File: src/hdl/spnc_pkg.sv
// ---------------------------------------------------------------------------
// spnc_pkg
// Shared types and constants for the sorted path name checker.
// ---------------------------------------------------------------------------
package spnc_pkg;

  localparam int BYTE_W = 8;

  localparam logic [BYTE_W-1:0] CH_NUL   = 8'h00;
  localparam logic [BYTE_W-1:0] CH_DOT   = 8'h2E;  // '.'
  localparam logic [BYTE_W-1:0] CH_SLASH = 8'h2F;  // '/'
  localparam logic [BYTE_W-1:0] CH_LO_A  = 8'h61;  // 'a'
  localparam logic [BYTE_W-1:0] CH_LO_Z  = 8'h7A;  // 'z'
  localparam logic [BYTE_W-1:0] CH_DIG_0 = 8'h30;  // '0'
  localparam logic [BYTE_W-1:0] CH_DIG_9 = 8'h39;  // '9'
  localparam logic [BYTE_W-1:0] CH_UNDER = 8'h5F;  // '_'
  localparam logic [BYTE_W-1:0] CH_HYPH  = 8'h2D;  // '-'

  localparam logic [1:0] SEG_LEN_MAX = 2'd3;

  // String compare progress against the previous name
  typedef enum logic [1:0] {
    ORD_EQUAL,
    ORD_LESS,
    ORD_GREATER,
    ORD_DONE
  } order_t;

  function automatic logic char_allowed(input logic [BYTE_W-1:0] c);
    return (c >= CH_LO_A && c <= CH_LO_Z) || (c >= CH_DIG_0 && c <= CH_DIG_9) ||
           c == CH_UNDER || c == CH_HYPH || c == CH_DOT;
  endfunction

endpackage

File: src/hdl/spnc_in_if.sv
// ---------------------------------------------------------------------------
// spnc_in_if
// Name byte channel: one byte of a fixed-length name per item.
// ---------------------------------------------------------------------------
interface spnc_in_if;
  logic                        valid;
  logic                        ready;
  logic [spnc_pkg::BYTE_W-1:0] name_byte;
  logic                        list_start;

  modport source (output valid, output name_byte, output list_start, input ready);
  modport sink   (input valid, input name_byte, input list_start, output ready);
endinterface

File: src/hdl/spnc_out_if.sv
// ---------------------------------------------------------------------------
// spnc_out_if
// Result channel: one verdict item per name.
// ---------------------------------------------------------------------------
interface spnc_out_if;
  logic valid;
  logic ready;
  logic name_valid;
  logic ascending;

  modport source (output valid, output name_valid, output ascending, input ready);
  modport sink   (input valid, input name_valid, input ascending, output ready);
endinterface

File: src/hdl/sorted_path_name_checker_core.sv
// ---------------------------------------------------------------------------
// sorted_path_name_checker_core
// Streams fixed-length, zero-padded path names and reports legality and order.
// ---------------------------------------------------------------------------
// Names arrive one byte per item, NAME_BYTES items per name, first byte first.
// One byte is taken every clock cycle unless the input is stalled; the last byte
// of a name is registered in the check stage, then loads one result item holding
// name_valid (terminator present and not first, zero padding after it, every
// slash-separated segment non-empty, not "." or "..", characters limited to
// a-z 0-9 _ - .) and ascending (name strictly greater than the previous name
// in unsigned string order, or list_start set on the last byte). Throughput
// is set by the single read-first port of the previous-name store, which is
// read and rewritten at the same position on every accepted byte. The store
// comes out of reset reading as all zero through per-entry written flags, so
// no clearing pass is needed and the first byte may enter right after reset.
// Input is stalled only while a finished result waits in the output register
// and the next name's last byte is ready to produce another.
// ---------------------------------------------------------------------------
module sorted_path_name_checker_core #(
  parameter int NAME_BYTES = 64
) (
  input  logic       clk,
  input  logic       rst,
  spnc_in_if.sink    names,
  spnc_out_if.source results
);
  import spnc_pkg::*;

  localparam int             POS_W    = $clog2(NAME_BYTES);
  localparam logic [POS_W-1:0] LAST_POS = POS_W'(NAME_BYTES - 1);

  // ---- byte position and previous-name store --------------------------------
  logic [POS_W-1:0]       pos;
  logic [NAME_BYTES-1:0]  written;         // entry holds a byte since reset
  logic [BYTE_W-1:0]      prev_mem [NAME_BYTES];
  logic [BYTE_W-1:0]      prev_rd;

  logic in_acc;
  logic in_ready;

  // ---- check stage (one byte in flight) --------------------------------------
  logic              s2_valid;
  logic [BYTE_W-1:0] s2_byte;
  logic              s2_start;
  logic              s2_first;
  logic              s2_last;
  logic              s2_prev_ok;
  logic              s2_adv;

  // ---- per-name state ---------------------------------------------------------
  logic       term_seen,  term_seen_next;
  logic [1:0] seg_len,    seg_len_next;
  logic [1:0] seg_dots,   seg_dots_next;
  logic       name_err,   name_err_next;
  order_t     order,      order_next;

  // ---- result register --------------------------------------------------------
  logic out_valid, out_valid_next;
  logic out_name_valid, out_asc;
  logic res_name_valid, res_asc;

  // updated state before end-of-name clear
  logic       term_upd;
  logic [1:0] seg_len_upd;
  logic [1:0] seg_dots_upd;
  logic       err_upd;
  order_t     order_upd;
  logic [BYTE_W-1:0] prev_byte;
  logic       seg_bad;

  // Check stage frees when its byte is not a name end, or the result slot
  // is empty or draining this cycle.
  assign s2_adv   = s2_valid && !(s2_last && out_valid && !results.ready);
  assign in_ready = !s2_valid || s2_adv;
  assign in_acc   = names.valid && in_ready;

  assign names.ready        = in_ready;
  assign results.valid      = out_valid;
  assign results.name_valid = out_name_valid;
  assign results.ascending  = out_asc;

  always_ff @(posedge clk) begin
    if (rst) begin
      pos <= '0;
    end else if (in_acc) begin
      pos <= (pos == LAST_POS) ? '0 : pos + 1'b1;
    end
  end

  always_ff @(posedge clk) begin
    if (rst) begin
      written <= '0;
    end else if (in_acc) begin
      written[pos] <= 1'b1;
    end
  end

  // Read-first: the old byte at this position is what the new byte compares to
  always_ff @(posedge clk) begin
    if (in_acc) begin
      prev_rd       <= prev_mem[pos];
      prev_mem[pos] <= names.name_byte;
    end
  end

  always_ff @(posedge clk) begin
    if (rst) begin
      s2_valid <= 1'b0;
    end else if (in_acc) begin
      s2_valid <= 1'b1;
    end else if (s2_adv) begin
      s2_valid <= 1'b0;
    end
  end

  always_ff @(posedge clk) begin
    if (in_acc) begin
      s2_byte    <= names.name_byte;
      s2_start   <= names.list_start;
      s2_first   <= (pos == '0);
      s2_last    <= (pos == LAST_POS);
      s2_prev_ok <= written[pos];
    end
  end

  // ---- byte checks and compare ----------------------------------------------
  always_comb begin
    prev_byte = s2_prev_ok ? prev_rd : CH_NUL;
    seg_bad   = (seg_len == 2'd0) ||
                (seg_len == 2'd1 && seg_dots[0]) ||
                (seg_len == 2'd2 && seg_dots == 2'b11);

    term_upd     = term_seen;
    seg_len_upd  = seg_len;
    seg_dots_upd = seg_dots;
    err_upd      = name_err;
    order_upd    = order;

    if (term_seen) begin
      if (s2_byte != CH_NUL) err_upd = 1'b1;
    end else if (s2_byte == CH_NUL) begin
      if (s2_first || seg_bad) err_upd = 1'b1;
      term_upd = 1'b1;
    end else if (s2_byte == CH_SLASH) begin
      if (seg_bad) err_upd = 1'b1;
      seg_len_upd  = 2'd0;
      seg_dots_upd = 2'b00;
    end else begin
      if (!char_allowed(s2_byte)) err_upd = 1'b1;
      if (s2_byte == CH_DOT) begin
        if (seg_len == 2'd0) begin
          seg_dots_upd[0] = 1'b1;
        end else if (seg_len == 2'd1) begin
          seg_dots_upd[1] = 1'b1;
        end
      end
      if (seg_len != SEG_LEN_MAX) seg_len_upd = seg_len + 2'd1;
    end

    // first difference, or a shared terminator, settles the order
    if (order == ORD_EQUAL) begin
      if (s2_byte < prev_byte) begin
        order_upd = ORD_LESS;
      end else if (s2_byte > prev_byte) begin
        order_upd = ORD_GREATER;
      end else if (s2_byte == CH_NUL) begin
        order_upd = ORD_DONE;
      end
    end

    res_name_valid = !err_upd && term_upd;
    res_asc        = s2_start || (order_upd == ORD_GREATER);
  end

  always_comb begin
    term_seen_next = term_seen;
    seg_len_next   = seg_len;
    seg_dots_next  = seg_dots;
    name_err_next  = name_err;
    order_next     = order;
    out_valid_next = out_valid && !results.ready;

    if (s2_adv) begin
      if (s2_last) begin
        term_seen_next = 1'b0;
        seg_len_next   = 2'd0;
        seg_dots_next  = 2'b00;
        name_err_next  = 1'b0;
        order_next     = ORD_EQUAL;
        out_valid_next = 1'b1;
      end else begin
        term_seen_next = term_upd;
        seg_len_next   = seg_len_upd;
        seg_dots_next  = seg_dots_upd;
        name_err_next  = err_upd;
        order_next     = order_upd;
      end
    end
  end

  always_ff @(posedge clk) begin
    if (rst) begin
      term_seen <= 1'b0;
      seg_len   <= 2'd0;
      seg_dots  <= 2'b00;
      name_err  <= 1'b0;
      order     <= ORD_EQUAL;
      out_valid <= 1'b0;
    end else begin
      term_seen <= term_seen_next;
      seg_len   <= seg_len_next;
      seg_dots  <= seg_dots_next;
      name_err  <= name_err_next;
      order     <= order_next;
      out_valid <= out_valid_next;
    end
  end

  always_ff @(posedge clk) begin
    if (s2_adv && s2_last) begin
      out_name_valid <= res_name_valid;
      out_asc        <= res_asc;
    end
  end

`ifndef SYNTH
  // A name end leaving the check stage always loads a result
  a_end_loads_result: assert property (@(posedge clk) disable iff (rst)
    s2_adv && s2_last |=> out_valid)
    else $error("name end did not produce a result");

  // Per-name state starts clean after each result
  a_state_cleared: assert property (@(posedge clk) disable iff (rst)
    s2_adv && s2_last |=> !term_seen && seg_len == 2'd0 && seg_dots == 2'b00 &&
                          !name_err && order == ORD_EQUAL)
    else $error("name state not cleared after result");

  // Input only stalls behind a waiting result with another name end pending
  a_stall_cause: assert property (@(posedge clk) disable iff (rst)
    !in_ready |-> s2_valid && s2_last && out_valid && !results.ready)
    else $error("input stalled without cause");

  // Position returns to zero exactly when a name end is accepted
  a_pos_wrap: assert property (@(posedge clk) disable iff (rst)
    in_acc && pos == LAST_POS |=> pos == '0 && s2_last)
    else $error("byte position did not wrap at name end");
`endif

endmodule

File: src/flat_wrapper.sv
// flat-port wrapper written by rule: the top's interface ports become plain ports
module sorted_path_name_checker_core_flat import spnc_pkg::*;
#(
  parameter int NAME_BYTES = 64
)
  (clk, rst, names_valid, names_name_byte, names_list_start, names_ready, results_valid, results_name_valid, results_ascending, results_ready);
  spnc_in_if names_i ();
  spnc_out_if results_i ();
  input  logic clk;
  input  logic rst;
  input wire logic [$bits(names_i.valid)-1:0] names_valid;
  input wire logic [$bits(names_i.name_byte)-1:0] names_name_byte;
  input wire logic [$bits(names_i.list_start)-1:0] names_list_start;
  output wire logic [$bits(names_i.ready)-1:0] names_ready;
  output wire logic [$bits(results_i.valid)-1:0] results_valid;
  output wire logic [$bits(results_i.name_valid)-1:0] results_name_valid;
  output wire logic [$bits(results_i.ascending)-1:0] results_ascending;
  input wire logic [$bits(results_i.ready)-1:0] results_ready;
  assign names_i.valid = names_valid;
  assign names_i.name_byte = names_name_byte;
  assign names_i.list_start = names_list_start;
  assign names_ready = names_i.ready;
  assign results_valid = results_i.valid;
  assign results_name_valid = results_i.name_valid;
  assign results_ascending = results_i.ascending;
  assign results_i.ready = results_ready;
  sorted_path_name_checker_core #(.NAME_BYTES(NAME_BYTES)) u_core (.clk(clk), .rst(rst), .names(names_i), .results(results_i));
endmodule
File: config.mk
export PLATFORM = sky130hd
export DESIGN_NAME = sorted_path_name_checker_core_flat
export DESIGN_NICKNAME = d
export VERILOG_FILES = /design/src/hdl/spnc_pkg.sv /design/src/hdl/spnc_in_if.sv /design/src/hdl/spnc_out_if.sv /design/src/hdl/sorted_path_name_checker_core.sv /design/src/flat_wrapper.sv
export SDC_FILE = /design/constraint.sdc
export NUM_CORES = 1
export LEC_CHECK = 0
export BUFFER_PORTS_ARGS = -buffer_cell sky130_fd_sc_hd__buf_4
export CORE_ASPECT_RATIO = 0.6
export CORE_MARGIN = 2
export CORE_UTILIZATION = 50
export DETAILED_ROUTE_END_ITERATION = 12
export HOLD_SLACK_MARGIN = 0.08
export PLACE_DENSITY = 0.65
export SLEW_MARGIN = 30
export SYNTH_ARGS = -nofsm -noshare
export SYNTH_HDL_FRONTEND = slang
export SYNTH_SLANG_ARGS = --single-unit
File: constraint.sdc
create_clock -name clk -period 3.8 [get_ports clk]
set_clock_uncertainty 0.05 [all_clocks]
set_input_delay 0.38 -clock clk [delete_from_list [all_inputs] [get_ports clk]]
set_output_delay 0.38 -clock clk [all_outputs]
set_load 0.01 [all_outputs]
==> metrics.md <==
| Metric | Value |
|---|---|
| Number of placed instances, taps included | between 2,000 and 2,500 |
| Placeable core area | approximately 48,000 sq um |
| Storage element area | approximately 18,000 sq um |
| First-pass iteration count of the detailed router | 6 |
| Arrival time at the worst endpoint | approximately 3900 ps |
| Number of global-route vias before repair | between 10,000 and 15,000 |
| TritonCTS clock tree | built |
| Area of the mapped netlist | approximately 24,000 sq um |
| CP max FO | 45 |
| Slowest cell on the critical path | sky130_fd_sc_hd__o21ai_0 |
| Number of vias in the routed layout | between 15,000 and 20,000 |
| Required time of the worst setup path | between 4000 and 5000 ps |
| Number of port buffers | 16 |
| Root cell of the clock tree | sky130_fd_sc_hd__clkbuf_16 |
| Maximum number of buffers from clock root to sink | 3 |
| H-Tree Level Count | 2 |
| Pin count of the biggest net entering global routing | slightly below 80 |
| Top-Level Pins | 17 |
| Setup repair after global routing missed its margin | false |
| Unique masters post-synth | 64 |
| Total power | around 14 mW |
| Standby leakage power | 9.03 nW |
| Post-route clock period utilization | 93.7% |
| Via-to-Cell Ratio | about 6.5 |
| Kind of launch point of the worst setup path | flip-flop |
| Critical path start-end classification | flip-flop to flip-flop |
| Area enclosed by the die boundary | roughly 50,000 sq um |
| Number of buffers created by CTS | 52 |
| Wire length of the first global-routing pass | 101,000 microns |
| Skew-Pair Late Insertion Delay | ~600 ps |
| Worst stage delay on the critical path | around 800 ps |
| Number of register bits inferred by synthesis | about 600 |
| Gate family responsible for the most delay along the worst path | compound AO/OA/AOI/OAI gates |
| Portion of the post-synthesis area used by sequential elements | between 70 and 80% |
| Total half-perimeter wirelength after legalization and detailed placement | 44,000 microns |
| Count of final max-slew check failures | 0 |
| Final setup fails | 0 |
| Post-synth EDFFs | 534 |
| Setup TNS | 0 ps |
| Total GRT Usage | ~28% |
| Routability-driven placement congestion ratio | between 0.9 and 1 |
| Number of max-cap violations | 0 |
| Cell count after synthesis | around 1,500 |
| Type of element capturing the critical path | flip-flop |
| Number of routed nets with antenna violations | 0 |
| Post-CTS Resized | 0 |
| Slew @ Worst Pin | ~1100 ps |
| Smallest hold slack | approximately 140 ps |
| Startpoint of the worst hold path | results_ready |
| DRC marker count from the first detailed-route iteration | approximately 2,600 |
| VDD IR max | between 300 and 400 uV |
| Grt ovf | 0 |
| Filler cells | around 3,700 |
| Most numerous cell types in the synthesized netlist | sky130_fd_sc_hd__edfxtp_1, sky130_fd_sc_hd__nor2_1, sky130_fd_sc_hd__dfxtp_1 |
| Share of async-settable or async-resettable flops after synthesis | 0% |
| Hold Path End | u_core.results.valid |
| Depth of the worst register-to-register path | 6 |
| Highest attainable clock frequency | between 200 and 300 MHz |
| Signed area change from the synthesized netlist to the final layout | 14.1% |
| Remaining DRCs | 0 |
| Final cell count without fillers | approximately 2,300 |
| Area of the multi-input gates | 6000 sq um |
| Initial core utilization | 50.5% |
| Mean area per synthesized cell | about 16 sq um |
| Slew HR | 26.7% |
| Time the worst path needs with I/O delays and setup | around 3600 ps |
| Clock input transition at the sequential cells of the worst setup and hold paths | approximately 70 ps |
| Proportion of layout cells with a drive suffix above 1 | between 20% and 30% |
| Worst path buffer plus inverter count | 1 |
| Hold Violations, Final | 0 |
| Warnings, synthesis | 0 |
| Yosys top cell by area | sky130_fd_sc_hd__edfxtp_1 |
| Cell-by-cell trace of the critical path | buf_12 > mux2i_1 > o22ai_1 > o21ai_0 > o211ai_1 > or3_1 |
| Startpoint of the worst-slack reg-to-reg timing path | u_core.pos[2] |
| Synth Flop Type | sky130_fd_sc_hd__edfxtp_1 |
| Net count of the finished layout | between 1,500 and 2,000 |
| Count of standard-cell rows | 62 |
| Run status | finished clean |
| Biggest area contributors in the synthesized netlist | sky130_fd_sc_hd__edfxtp_1, sky130_fd_sc_hd__dfxtp_1, sky130_fd_sc_hd__mux4_2 |
| Hold Path Stages | 3 |
| Register-to-register setup slack | 240 ps |
| Count of clock tree sinks | roughly 600 |
| Die width | between 200 and 300 microns |
| Nets in the synthesized netlist | approximately 1,600 |
| Total wire length after detailed routing | about 70,000 microns |
| Most repeated cell in the gate-level netlist after synthesis | sky130_fd_sc_hd__edfxtp_1 |
| Share of the synthesized area in the top cell type | roughly two thirds |
| Worst flop-to-flop path endpoint | u_core.prev_rd[3] |
| Number of antenna violations at the first check in global routing | 1 |
| Detail-routed net length per standard cell | 30.0 microns |
| Chip Height | roughly 170 microns |
| Power density relative to cell area | 519 nW/um^2 |
| Worst hold-check path type | input pin to flip-flop |
[cell families (layout without fill, tap and decap cells)]
| family | Yosys count | after routing | share of synthesized area [%] |
|---|---|---|---|
| flops | 614 | 614 | 73.0 |
| simple gates | 345 | 345 | 6.11 |
| compound gates | 303 | 303 | 9.08 |
| mux | 154 | 154 | 8.68 |
| xor+xnor | 4 | 4 | 0.145 |
| buf+inv | 107 | 251 | 2.21 |
| fa+ha+maj | 14 | 14 | 0.725 |
| other cells | 0 | 1 | 0 |
[state kept, by name (all words and copies together), names as in the netlist]
name	count
u_core.prev_mem	512
u_core.term_seen	1
u_core.prev_rd	8
u_core.pos	6
u_core.results.name_valid	1
u_core.s2_first	1
u_core.results.valid	1
u_core.order	2
u_core.results.ascending	1
u_core.s2_prev_ok	1
u_core.written	64
u_core.s2_start	1
u_core.s2_last	1
u_core.s2_byte	8
u_core.s2_valid	1
u_core.name_err	1
u_core.seg_len	2
u_core.seg_dots	2
[cell usage in the layout (no fill, tap or decap), types with 8 or more instances in the layout]
master / instances
sky130_fd_sc_hd__edfxtp_1: 534
sky130_fd_sc_hd__nor2_1: 213
sky130_fd_sc_hd__buf_4: 131
sky130_fd_sc_hd__dfxtp_1: 77
sky130_fd_sc_hd__a221oi_1: 72
sky130_fd_sc_hd__mux2i_1: 70
sky130_fd_sc_hd__nand2_1: 54
sky130_fd_sc_hd__clkbuf_16: 53
sky130_fd_sc_hd__mux2_2: 44
sky130_fd_sc_hd__a21oi_1: 43
sky130_fd_sc_hd__o21ai_0: 41
sky130_fd_sc_hd__mux4_2: 40
sky130_fd_sc_hd__a22oi_1: 36
sky130_fd_sc_hd__o22ai_1: 34
sky130_fd_sc_hd__ha_1: 14
sky130_fd_sc_hd__nor3_1: 13
sky130_fd_sc_hd__clkinv_2: 12
sky130_fd_sc_hd__inv_1: 11
sky130_fd_sc_hd__bufinv_16: 11
sky130_fd_sc_hd__a31oi_1: 10
sky130_fd_sc_hd__nand3_1: 9
sky130_fd_sc_hd__o21ba_2: 9
sky130_fd_sc_hd__clkbuf_8: 9
sky130_fd_sc_hd__nor2b_1: 8
sky130_fd_sc_hd__a221o_1: 8
[layer usage]
metal / vias to the layer above / part of all wire, % / global-route usage, %
li1: 6261 / - / -
met1: 7586 / 44 / 45.4
met2: 1109 / 40 / 36.8
met3: 125 / 14 / 7.81
met4: 0 / 2.3 / 6.50
met5: - / 0 / 0
[stage by stage]
step,cell area (sq um),util (%),worst slack [ps]
finish,27600,57.7,241
detailed placement,25600,53.6,397
global route,27600,57.7,213
floorplan,24100,-,836
CTS,27500,57.6,382
global placement,25600,53.6,401
[repair_timing]
| item | in CTS | in global routing |
|---|---|---|
| hold buffers | 2 | 0 |
| buffers inserted | 0 | 0 |
| endpoints found under the hold margin | 2 | 0 |
[worst max path at each step]
stage                   startpoint                     end  slack (ps)  cells past startpoint
floorplan           u_core.s2_last  u_core.prev_mem[31][0]         840                      6
global placement     u_core.pos[2]       u_core.prev_rd[3]         400                      6
detailed placement   u_core.pos[2]       u_core.prev_rd[3]         400                      6
CTS                  u_core.pos[2]       u_core.prev_rd[3]         380                      6
global route         u_core.pos[2]       u_core.prev_rd[3]         210                      6
finish               u_core.pos[2]       u_core.prev_rd[3]         240                      6
[tightest hold or removal path, stage by stage]
cell                       delay, ps
sky130_fd_sc_hd__buf_4            90
sky130_fd_sc_hd__nand2b_1        180
sky130_fd_sc_hd__a21oi_1          90
[area by class of cell]
cell class	instances	area share (%)
Timing Repair Buffer	140	4.12
Tap cell	640	2.91
Clock inverter	31	1.65
Sequential cell	614	64.0
Clock buffer	67	5.33
Antenna cell	1	0.00908
Inverter	13	0.177
Multi-Input combinational cell	820	21.8
[where the power goes]
group          internal, mW  switching (mW)  total, mW
Combinational         0.293           0.611      0.904
Sequential             7.37          0.0639       7.43
Clock                  3.49            2.46       5.95
Total                  11.2            3.14       14.3
Power figures use the tool's default switching activity.
